--- src/rtl/lcsp_pkg.sv ---
// Package for the LED color sequence player: command and event codes, result type, constants.
`timescale 1ns / 1ps
`default_nettype none
package lcsp_pkg;

  // Input command codes.
  typedef enum logic [2:0] {
    CMD_LOAD   = 3'd0,
    CMD_TICK   = 3'd1,
    CMD_START  = 3'd2,
    CMD_STOP   = 3'd3,
    CMD_RSTPOS = 3'd4
  } cmd_t;

  // Result event codes.
  typedef enum logic [1:0] {
    EVT_SHOW    = 2'd0,
    EVT_STARTED = 2'd1,
    EVT_STOPPED = 2'd2,
    EVT_POSRST  = 2'd3
  } evt_t;

  // One result item as it waits in the output queue.
  typedef struct packed {
    evt_t       evt;
    logic [7:0] red;
    logic [7:0] green;
    logic [7:0] blue;
    logic       beat;
    logic [7:0] pos;
  } res_t;

  localparam int unsigned ADDR_W      = 9;
  localparam int unsigned BYTE_W      = 8;
  localparam int unsigned LANES       = 3;
  localparam logic [7:0]  STEP_RESET  = 8'd25;
  // Division of a byte address by three: (addr * 171) >> 9 is exact below 512.
  localparam logic [7:0]  DIV3_MUL    = 8'd171;
  localparam int unsigned DIV3_SHIFT  = 9;
  localparam int unsigned QUEUE_DEPTH = 3;

endpackage
`default_nettype wire

--- src/rtl/lcsp_ram.sv ---
// Generic single-write, single-read RAM with a registered read port.
`timescale 1ns / 1ps
`default_nettype none
module lcsp_ram #(
  parameter int unsigned WIDTH = 8,
  parameter int unsigned DEPTH = 128
) (
  input  wire logic                                      clk,
  input  wire logic                                      we,
  input  wire logic [((DEPTH > 1) ? $clog2(DEPTH) : 1)-1:0] waddr,
  input  wire logic [WIDTH-1:0]                          wdata,
  input  wire logic                                      re,
  input  wire logic [((DEPTH > 1) ? $clog2(DEPTH) : 1)-1:0] raddr,
  output logic      [WIDTH-1:0]                          rdata
);

  logic [WIDTH-1:0] mem_r [DEPTH];
  logic [WIDTH-1:0] rdata_r;

  always_ff @(posedge clk) begin
    if (we) begin
      mem_r[waddr] <= wdata;
    end
    if (re) begin
      rdata_r <= mem_r[raddr];
    end
  end

  assign rdata = rdata_r;

endmodule
`default_nettype wire

--- src/rtl/led_color_sequence_player.sv ---
// Top level of the LED color sequence player: pattern store, playback control, result queue.
//
//   Channel  Direction  Handshake            Payload
//   in_      input      in_valid / in_stall  in_cmd, in_byte_addr, in_byte_value, in_load_last
//   out_     output     out_valid/out_stall  out_event_res, out_red, out_green, out_blue,
//                                            out_beat, out_position
//   cfg_     input      cfg_valid/cfg_ready  cfg_step_period
//
// One item is accepted per cycle while in_stall is low. Its result is first registered by the
// pattern store's read port and the stage registers beside it, and is then placed, colored,
// in the three-entry output queue.
// After reset the block clears the pattern store, one row of three bytes per cycle, and holds
// in_stall high until all (SQUARE_COUNT + 1) / 2 rows (128 at the default size) are cleared.
// in_stall comes from a register; it rises when the queue plus the item in flight fill all
// three queue entries, so a continuously drained output never stalls the input.
`timescale 1ns / 1ps
`default_nettype none
module led_color_sequence_player #(
  parameter int unsigned SQUARE_COUNT = 256,
  parameter int unsigned ROW_LENGTH   = 16
) (
  input  wire logic       clk,
  input  wire logic       rst_n,
  // Input items
  input  wire logic       in_valid,
  output logic            in_stall,
  input  wire logic [2:0] in_cmd,
  input  wire logic [8:0] in_byte_addr,
  input  wire logic [7:0] in_byte_value,
  input  wire logic       in_load_last,
  // Result items
  output logic            out_valid,
  input  wire logic       out_stall,
  output logic [1:0]      out_event_res,
  output logic [7:0]      out_red,
  output logic [7:0]      out_green,
  output logic [7:0]      out_blue,
  output logic            out_beat,
  output logic [7:0]      out_position,
  // Configuration write
  input  wire logic       cfg_valid,
  output logic            cfg_ready,
  input  wire logic [7:0] cfg_step_period
);

  // Sizes derived from the parameters.
  localparam int unsigned STORE_BYTES = (SQUARE_COUNT * 3 + 1) / 2;
  localparam int unsigned ROWS        = (SQUARE_COUNT + 1) / 2;
  localparam int unsigned RW          = (ROWS > 1) ? $clog2(ROWS) : 1;
  localparam int unsigned PW          = $clog2(SQUARE_COUNT);
  localparam int unsigned CW          = (ROW_LENGTH > 1) ? $clog2(ROW_LENGTH) : 1;

  // Playback state.
  logic [PW-1:0] pos_r,  pos_nxt;
  logic [CW-1:0] col_r,  col_nxt;
  logic [7:0]    tick_r, tick_nxt;
  logic          play_r, play_nxt;
  logic [7:0]    step_r;

  // Clearing pass over the pattern store after reset.
  logic          clr_busy_r;
  logic [RW-1:0] clr_row_r;

  // Stage between the store read and the output queue.
  logic                a_vld_r, a_vld_nxt;
  lcsp_pkg::evt_t      a_evt_r, a_evt_nxt;
  logic                a_beat_r, a_beat_nxt;
  logic [7:0]          a_pos_r, a_pos_nxt;
  logic                a_odd_r, a_odd_nxt;

  // Output queue.
  lcsp_pkg::res_t q_mem_r [lcsp_pkg::QUEUE_DEPTH];
  logic [1:0]     q_wp_r, q_rp_r, q_cnt_r, q_cnt_nxt;
  logic           full_r;
  logic           push, pop;
  lcsp_pkg::res_t res_new;

  logic           acc;
  lcsp_pkg::cmd_t cmd;

  // Byte address to store row and byte lane.
  logic [16:0]    div_prod;
  logic [7:0]     wr_row_full;
  logic [8:0]     row_times3;
  logic [8:0]     lane_full;
  logic [1:0]     wr_lane;
  logic           addr_ok;

  logic           rd_en;
  logic [RW-1:0]  rd_row;
  logic [RW-1:0]  wr_row;
  logic [lcsp_pkg::BYTE_W-1:0] ram_q [lcsp_pkg::LANES];

  logic [7:0]     t_inc;
  logic [PW-1:0]  pos_adv;
  logic [CW-1:0]  col_adv;
  logic           start_ok;
  logic [3:0]     nib_r, nib_g, nib_b;

  assign acc       = in_valid && !in_stall;
  assign cmd       = lcsp_pkg::cmd_t'(in_cmd);
  assign in_stall  = clr_busy_r || full_r;
  assign cfg_ready = 1'b1;

  // The address is below 512, so the reciprocal multiply gives the exact row.
  assign div_prod    = 17'(in_byte_addr) * 17'(lcsp_pkg::DIV3_MUL);
  assign wr_row_full = 8'(div_prod >> lcsp_pkg::DIV3_SHIFT);
  assign row_times3  = 9'(wr_row_full) * 9'd3;
  assign lane_full   = in_byte_addr - row_times3;
  assign wr_lane     = lane_full[1:0];
  assign addr_ok     = 32'(in_byte_addr) < STORE_BYTES;
  assign wr_row      = clr_busy_r ? clr_row_r : RW'(wr_row_full);
  assign rd_row      = RW'(pos_r >> 1);

  // Next position and row column when the player steps forward.
  assign pos_adv  = (pos_r == PW'(SQUARE_COUNT - 1)) ? '0 : pos_r + PW'(1);
  assign col_adv  = (pos_adv == '0 || col_r == CW'(ROW_LENGTH - 1)) ? '0 : col_r + CW'(1);
  assign t_inc    = tick_r + 8'd1;
  assign start_ok = step_r != 8'd0;

  // Playback control: decides the new state and the event of each accepted item.
  always_comb begin
    pos_nxt    = pos_r;
    col_nxt    = col_r;
    tick_nxt   = tick_r;
    play_nxt   = play_r;
    a_vld_nxt  = 1'b0;
    a_evt_nxt  = lcsp_pkg::EVT_SHOW;
    a_beat_nxt = 1'b0;
    a_odd_nxt  = 1'b0;
    rd_en      = 1'b0;
    if (acc) begin
      case (cmd)
        lcsp_pkg::CMD_LOAD: begin
          if (in_load_last) begin
            pos_nxt   = '0;
            col_nxt   = '0;
            tick_nxt  = 8'd0;
            play_nxt  = start_ok;
            a_vld_nxt = 1'b1;
            a_evt_nxt = start_ok ? lcsp_pkg::EVT_STARTED : lcsp_pkg::EVT_STOPPED;
          end
        end
        lcsp_pkg::CMD_TICK: begin
          if (play_r) begin
            if (t_inc < step_r) begin
              tick_nxt = t_inc;
            end else begin
              // Show the current square, then step forward.
              tick_nxt   = 8'd0;
              rd_en      = 1'b1;
              a_odd_nxt  = pos_r[0];
              pos_nxt    = pos_adv;
              col_nxt    = col_adv;
              a_vld_nxt  = 1'b1;
              a_evt_nxt  = lcsp_pkg::EVT_SHOW;
              a_beat_nxt = col_adv == '0;
            end
          end
        end
        lcsp_pkg::CMD_START: begin
          pos_nxt   = '0;
          col_nxt   = '0;
          tick_nxt  = 8'd0;
          play_nxt  = start_ok;
          a_vld_nxt = 1'b1;
          a_evt_nxt = start_ok ? lcsp_pkg::EVT_STARTED : lcsp_pkg::EVT_STOPPED;
        end
        lcsp_pkg::CMD_STOP: begin
          play_nxt  = 1'b0;
          tick_nxt  = 8'd0;
          a_vld_nxt = 1'b1;
          a_evt_nxt = lcsp_pkg::EVT_STOPPED;
        end
        lcsp_pkg::CMD_RSTPOS: begin
          pos_nxt = '0;
          col_nxt = '0;
          if (play_r) begin
            tick_nxt = 8'd0;
            play_nxt = start_ok;
          end
          a_vld_nxt = 1'b1;
          a_evt_nxt = lcsp_pkg::EVT_POSRST;
        end
        default: begin
        end
      endcase
    end
  end

  // The event position is always the position after the item.
  assign a_pos_nxt = 8'(pos_nxt);

  always_ff @(posedge clk) begin
    if (!rst_n) begin
      pos_r      <= '0;
      col_r      <= '0;
      tick_r     <= 8'd0;
      play_r     <= 1'b0;
      step_r     <= lcsp_pkg::STEP_RESET;
      clr_busy_r <= 1'b1;
      clr_row_r  <= '0;
      a_vld_r    <= 1'b0;
    end else begin
      pos_r   <= pos_nxt;
      col_r   <= col_nxt;
      tick_r  <= tick_nxt;
      play_r  <= play_nxt;
      a_vld_r <= a_vld_nxt;
      if (cfg_valid && cfg_ready) begin
        step_r <= cfg_step_period;
      end
      if (clr_busy_r) begin
        if (clr_row_r == RW'(ROWS - 1)) begin
          clr_busy_r <= 1'b0;
        end else begin
          clr_row_r <= clr_row_r + RW'(1);
        end
      end
    end
  end

  always_ff @(posedge clk) begin
    a_evt_r  <= a_evt_nxt;
    a_beat_r <= a_beat_nxt;
    a_pos_r  <= a_pos_nxt;
    a_odd_r  <= a_odd_nxt;
  end

  // Pattern store: one RAM per byte lane, a row holds the three bytes of a square pair.
  for (genvar k = 0; k < lcsp_pkg::LANES; k++) begin : g_lane
    logic                        we;
    logic [lcsp_pkg::BYTE_W-1:0] wdata;

    assign we    = clr_busy_r ||
                   (acc && cmd == lcsp_pkg::CMD_LOAD && addr_ok && wr_lane == 2'(k));
    assign wdata = clr_busy_r ? '0 : in_byte_value;

    lcsp_ram #(
      .WIDTH (lcsp_pkg::BYTE_W),
      .DEPTH (ROWS)
    ) u_ram (
      .clk   (clk),
      .we    (we),
      .waddr (wr_row),
      .wdata (wdata),
      .re    (rd_en),
      .raddr (rd_row),
      .rdata (ram_q[k])
    );
  end

  // Unpack the square's nibbles; an even square starts at the first byte of the row.
  always_comb begin
    if (a_odd_r) begin
      nib_r = ram_q[1][3:0];
      nib_g = ram_q[2][7:4];
      nib_b = ram_q[2][3:0];
    end else begin
      nib_r = ram_q[0][7:4];
      nib_g = ram_q[0][3:0];
      nib_b = ram_q[1][7:4];
    end
    res_new.evt   = a_evt_r;
    res_new.beat  = a_beat_r;
    res_new.pos   = a_pos_r;
    res_new.red   = '0;
    res_new.green = '0;
    res_new.blue  = '0;
    if (a_evt_r == lcsp_pkg::EVT_SHOW) begin
      res_new.red   = {nib_r, 4'd0};
      res_new.green = {nib_g, 4'd0};
      res_new.blue  = {nib_b, 4'd0};
    end
  end

  // Output queue of three entries.
  assign push      = a_vld_r;
  assign pop       = out_valid && !out_stall;
  assign q_cnt_nxt = q_cnt_r + 2'(push) - 2'(pop);

  always_ff @(posedge clk) begin
    if (!rst_n) begin
      q_wp_r  <= 2'd0;
      q_rp_r  <= 2'd0;
      q_cnt_r <= 2'd0;
      full_r  <= 1'b0;
    end else begin
      q_cnt_r <= q_cnt_nxt;
      // Stall once the queue and the item in flight would take every entry.
      full_r  <= (3'(q_cnt_nxt) + 3'(a_vld_nxt)) >= 3'(lcsp_pkg::QUEUE_DEPTH);
      if (push) begin
        q_wp_r <= (q_wp_r == 2'(lcsp_pkg::QUEUE_DEPTH - 1)) ? 2'd0 : q_wp_r + 2'd1;
      end
      if (pop) begin
        q_rp_r <= (q_rp_r == 2'(lcsp_pkg::QUEUE_DEPTH - 1)) ? 2'd0 : q_rp_r + 2'd1;
      end
    end
  end

  always_ff @(posedge clk) begin
    if (push) begin
      q_mem_r[q_wp_r] <= res_new;
    end
  end

  assign out_valid     = q_cnt_r != 2'd0;
  assign out_event_res = q_mem_r[q_rp_r].evt;
  assign out_red       = q_mem_r[q_rp_r].red;
  assign out_green     = q_mem_r[q_rp_r].green;
  assign out_blue      = q_mem_r[q_rp_r].blue;
  assign out_beat      = q_mem_r[q_rp_r].beat;
  assign out_position  = q_mem_r[q_rp_r].pos;

`ifndef NO_ASSERTIONS
  // A result in flight always finds a free queue entry.
  a_no_overflow: assert property (@(posedge clk) disable iff (!rst_n)
    a_vld_r |-> q_cnt_r != 2'd3)
    else $error("output queue overflow");

  // No item is taken while the store is being cleared.
  a_clear_blocks: assert property (@(posedge clk) disable iff (!rst_n)
    clr_busy_r |-> in_stall)
    else $error("item accepted during store clear");

  // A shown square only comes from a running player.
  a_show_playing: assert property (@(posedge clk) disable iff (!rst_n)
    (a_vld_r && a_evt_r == lcsp_pkg::EVT_SHOW) |-> $past(play_r))
    else $error("square shown while stopped");

  // A stop command always leaves the player halted.
  a_stop_halts: assert property (@(posedge clk) disable iff (!rst_n)
    (acc && cmd == lcsp_pkg::CMD_STOP) |=> !play_r)
    else $error("player still running after stop");

  // A tick while stopped gives no result.
  a_tick_idle: assert property (@(posedge clk) disable iff (!rst_n)
    (acc && cmd == lcsp_pkg::CMD_TICK && !play_r) |=> !a_vld_r)
    else $error("result from tick while stopped");
`endif

endmodule
`default_nettype wire
--- config.mk ---
export PLATFORM = sky130hd
export DESIGN_NAME = led_color_sequence_player
export DESIGN_NICKNAME = d
export VERILOG_FILES = /design/src/rtl/lcsp_pkg.sv /design/src/rtl/lcsp_ram.sv /design/src/rtl/led_color_sequence_player.sv
export SDC_FILE = /design/constraint.sdc
export NUM_CORES = 2
export LEC_CHECK = 0
export BUFFER_PORTS_ARGS = -buffer_cell sky130_fd_sc_hd__buf_2
export CORE_MARGIN = 2
export CORE_UTILIZATION = 50
export CTS_CLUSTER_DIAMETER = 120
export DETAILED_ROUTE_END_ITERATION = 8
export PLACE_DENSITY = 0.68
export REMOVE_ABC_BUFFERS = 1
export SYNTH_ARGS = -nofsm -noshare
export SYNTH_HDL_FRONTEND = slang
export SYNTH_HIERARCHICAL = 1
export SYNTH_SLANG_ARGS = --single-unit
--- constraint.sdc ---
create_clock -name clk -period 18.7 [get_ports clk]
set_input_delay 3.74 -clock clk [delete_from_list [all_inputs] [get_ports clk]]
set_output_delay 3.74 -clock clk [all_outputs]
set_load 0.03 [all_outputs]
==> metrics.txt <==
final instance area 0.141 sq mm; Clock Skew 75.0 ps; NetSw 2.89 mW; final worst slack 8390 ps; die area 0.257 sq mm; combinational share of power 2.3%; Synth async-reset ratio 0%; Clk pwr share 43.7%; clk root buf clkbuf_16; initial antenna violation count 14; crit-path max FO 13; #FFs+latches synth 3224; Inserted Clock Buffers 331; final setup fails 0; most frequent cells in the layout 3165 x edfxtp_1, 1008 x mux4_2, 421 x nor2_1; Syn-to-layout area delta 11.6%; htree depth 5; DR WL met3 27200 microns; Placement Rows 184; area leader, netlist edfxtp_1; Met2 Routed Length 144000 microns; register share of total power 54.0%; Port Buffers 58; PD cells 103 mW/mm^2; Critical-path top delay cell nand3_2; pin count of the biggest net entering global routing 197; Synth Instances 5598; area fraction of the dominant cell type after synthesis 75.2%; Post-DRT Antenna Nets 0; max incr delay on CP 1100 ps; CP Launch Type input pin; Arr. time, crit path 10830 ps; fin crit period 10310 ps; most common cell after layout, fill and taps aside edfxtp_1; Vias/cell 6.27; placed insts 8828; ys flop type edfxtp_1; synthesized area 0.126 sq mm; CP Data Required Time 19220 ps; Switching Fraction 19.9%; HPWL after detailed placement 177000 microns; Pleak 43.0 nW; GRT Total Usage 23.1%; Post-CTS Setup Inserts 0; layout cells sized above 1 28.3%; Synth area leaders edfxtp_1 75%, mux4_2 18%, nor2_1 1.3%, dfxtp_1 0.93%, ha_1 0.61%; CP Cell Sequence buf_2, ha_1, fa_1, fa_1, inv_1, fa_1, inv_1, ha_1, o41ai_1, xnor2_1, ha_1, inv_1, ha_1, nor2_1, xnor2_1, xnor3_1, o21bai_2, nand3_2, nor2_1; Die Width 507 microns; RSZ-0062 raised after global routing no; worst vdd ir 0.000127 V; Max Freq 97.0 MHz; EDFF count, synth 3165; Critical Path End Type register; internal cell power 11.6 mW; crit path kind in -> reg; Starting Density 50.3%; clk_lat worst skew 930 ps; die height 507 microns; total core area 0.251 sq mm; Final Net Count 5925; max_slew headroom 12.3%; buffer levels on the longest clock path 4; Clk pin slew, worst setup/hold paths 60 ps; status complete, no violations; CP most frequent cell ha_1; post-synth cell types 65; final hold vios 0; number of DRC markers in iteration 0 7668; max-slew violations 0; Syn Area/Cell 22.6 sq um; setup_tns 0 ps; M1 wire length 116000 microns; Hold Path Class reg -> reg; CTS tree built; via count 59000; hold_buf cts 0; Least-Margin Pin Slew 1320 ps; crit share post-route 55.1%; remaining global-route overflow 0; Yosys warnings 6; vias in the first global route 59100; DP Area 0.131 sq mm; post-synthesis sequential area ratio 76.1%; gpl congestion 0.844; I/O pins 72; TritonRoute pass-1 iters 6; PostCTS Resize Cnt 0; CP Buf/Inv Count 4; Non-Filler Instances 9411; global-route wire length before repair 430000 microns; WL final 296000 microns; max-cap check violation count 0; Highest Signal Layer met5; pre-CTS setup slack 7660 ps; DRC viols 0; WL/cell 31.4 microns; clock sinks 3224; Crit path max-delay family adder cells
==> layout make-up <==
class,instances,area (sq um)
fill,18100,110000
sequential,3224,96200
multi-input combinational,2023,28800
clock buffer,392,8630
tap,3348,4190
clock inverter,184,1690
timing repair buffer,177,1340
inverter,58,218
antenna,5,12.5
==> final timing paths <==
path / from / to / slack [ps] / cells after the start
min: a_pos_r[2] / q_mem_r[2][2] / 460 / 0
min reg2reg: a_pos_r[2] / q_mem_r[2][2] / 460 / 0
max reg2reg: pos_r[1] / g_lane[1].u_ram/rdata[2] / 12120 / 8
max: in_byte_addr[1] / g_lane[1].u_ram/mem_r[107][0] / 8390 / 19
==> worst register-to-register path: cells and delay by family (launching register included) <==
family                 cells  cell delay (ps)
DFF                        1              940
buffers and inverters      4             3150
muxes                      4             2180
==> routing by layer <==
| metal | vias up | global-route usage, % |
|---|---|---|
| li1 | 24000 | - |
| met1 | 31400 | 33.1 |
| met5 | - | 0 |
| met4 | 4 | 6.25 |
| met2 | 3193 | 37.0 |
| met3 | 458 | 4.11 |
==> cell usage after synthesis (all sizes together), types with 32 or more instances <==
cell	count
buf	153
clkbuf	151
dfxtp	59
edfxtp	3165
ha	62
inv	58
mux2i	45
mux4	1008
nand2	98
nand3	52
nor2	424
nor3	32
o21ai	46
==> logic make-up (layout without fill, tap and decap cells) <==
kind of cell	Yosys count	after routing	synth area share [%]
other	2	18	0.00594
buffers and inverters	362	811	1.28
AOI/OAI and AO/OA	118	118	0.587
and+or+nand+nor	710	710	2.42
muxes	1079	1079	18.5
adders and majority gates	76	76	0.835
DFF	3224	3224	76.1
xor gates and xnor gates	27	27	0.198
==> flip-flops by register name, indices dropped and copies added, names as in the netlist, 2 cells and up, named ones only <==
name                flops
g_lane.u_ram/mem_r   3072
q_mem_r                69
g_lane.u_ram/rdata     24
a_pos_r                 8
pos_r                   8
step_r                  8
tick_r                  8
clr_row_r               7
col_r                   4
a_evt_r                 2
q_cnt_r                 2
q_rp_r                  2
q_wp_r                  2
==> stage by stage <==
stage	total power, mW	hold slack, ps	util (%)
3_3_place_gp	8.33	438	52.0
4_1_cts	14.6	462	56.1
6_report	14.5	460	56.1
5_1_grt	14.9	498	56.1
2_1_floorplan	8.19	421	-
3_5_place_dp	8.33	437	52.0
==> power groups by stage <==
stage	logic (mW)	clock network, mW	registers [mW]
2_1_floorplan	0.198	0	8.00
3_3_place_gp	0.337	0	8.00
3_5_place_dp	0.336	0	8.00
4_1_cts	0.339	6.44	7.84
5_1_grt	0.365	6.72	7.84
6_report	0.338	6.34	7.84
Note: power is estimated with default switching activity, not from simulation.
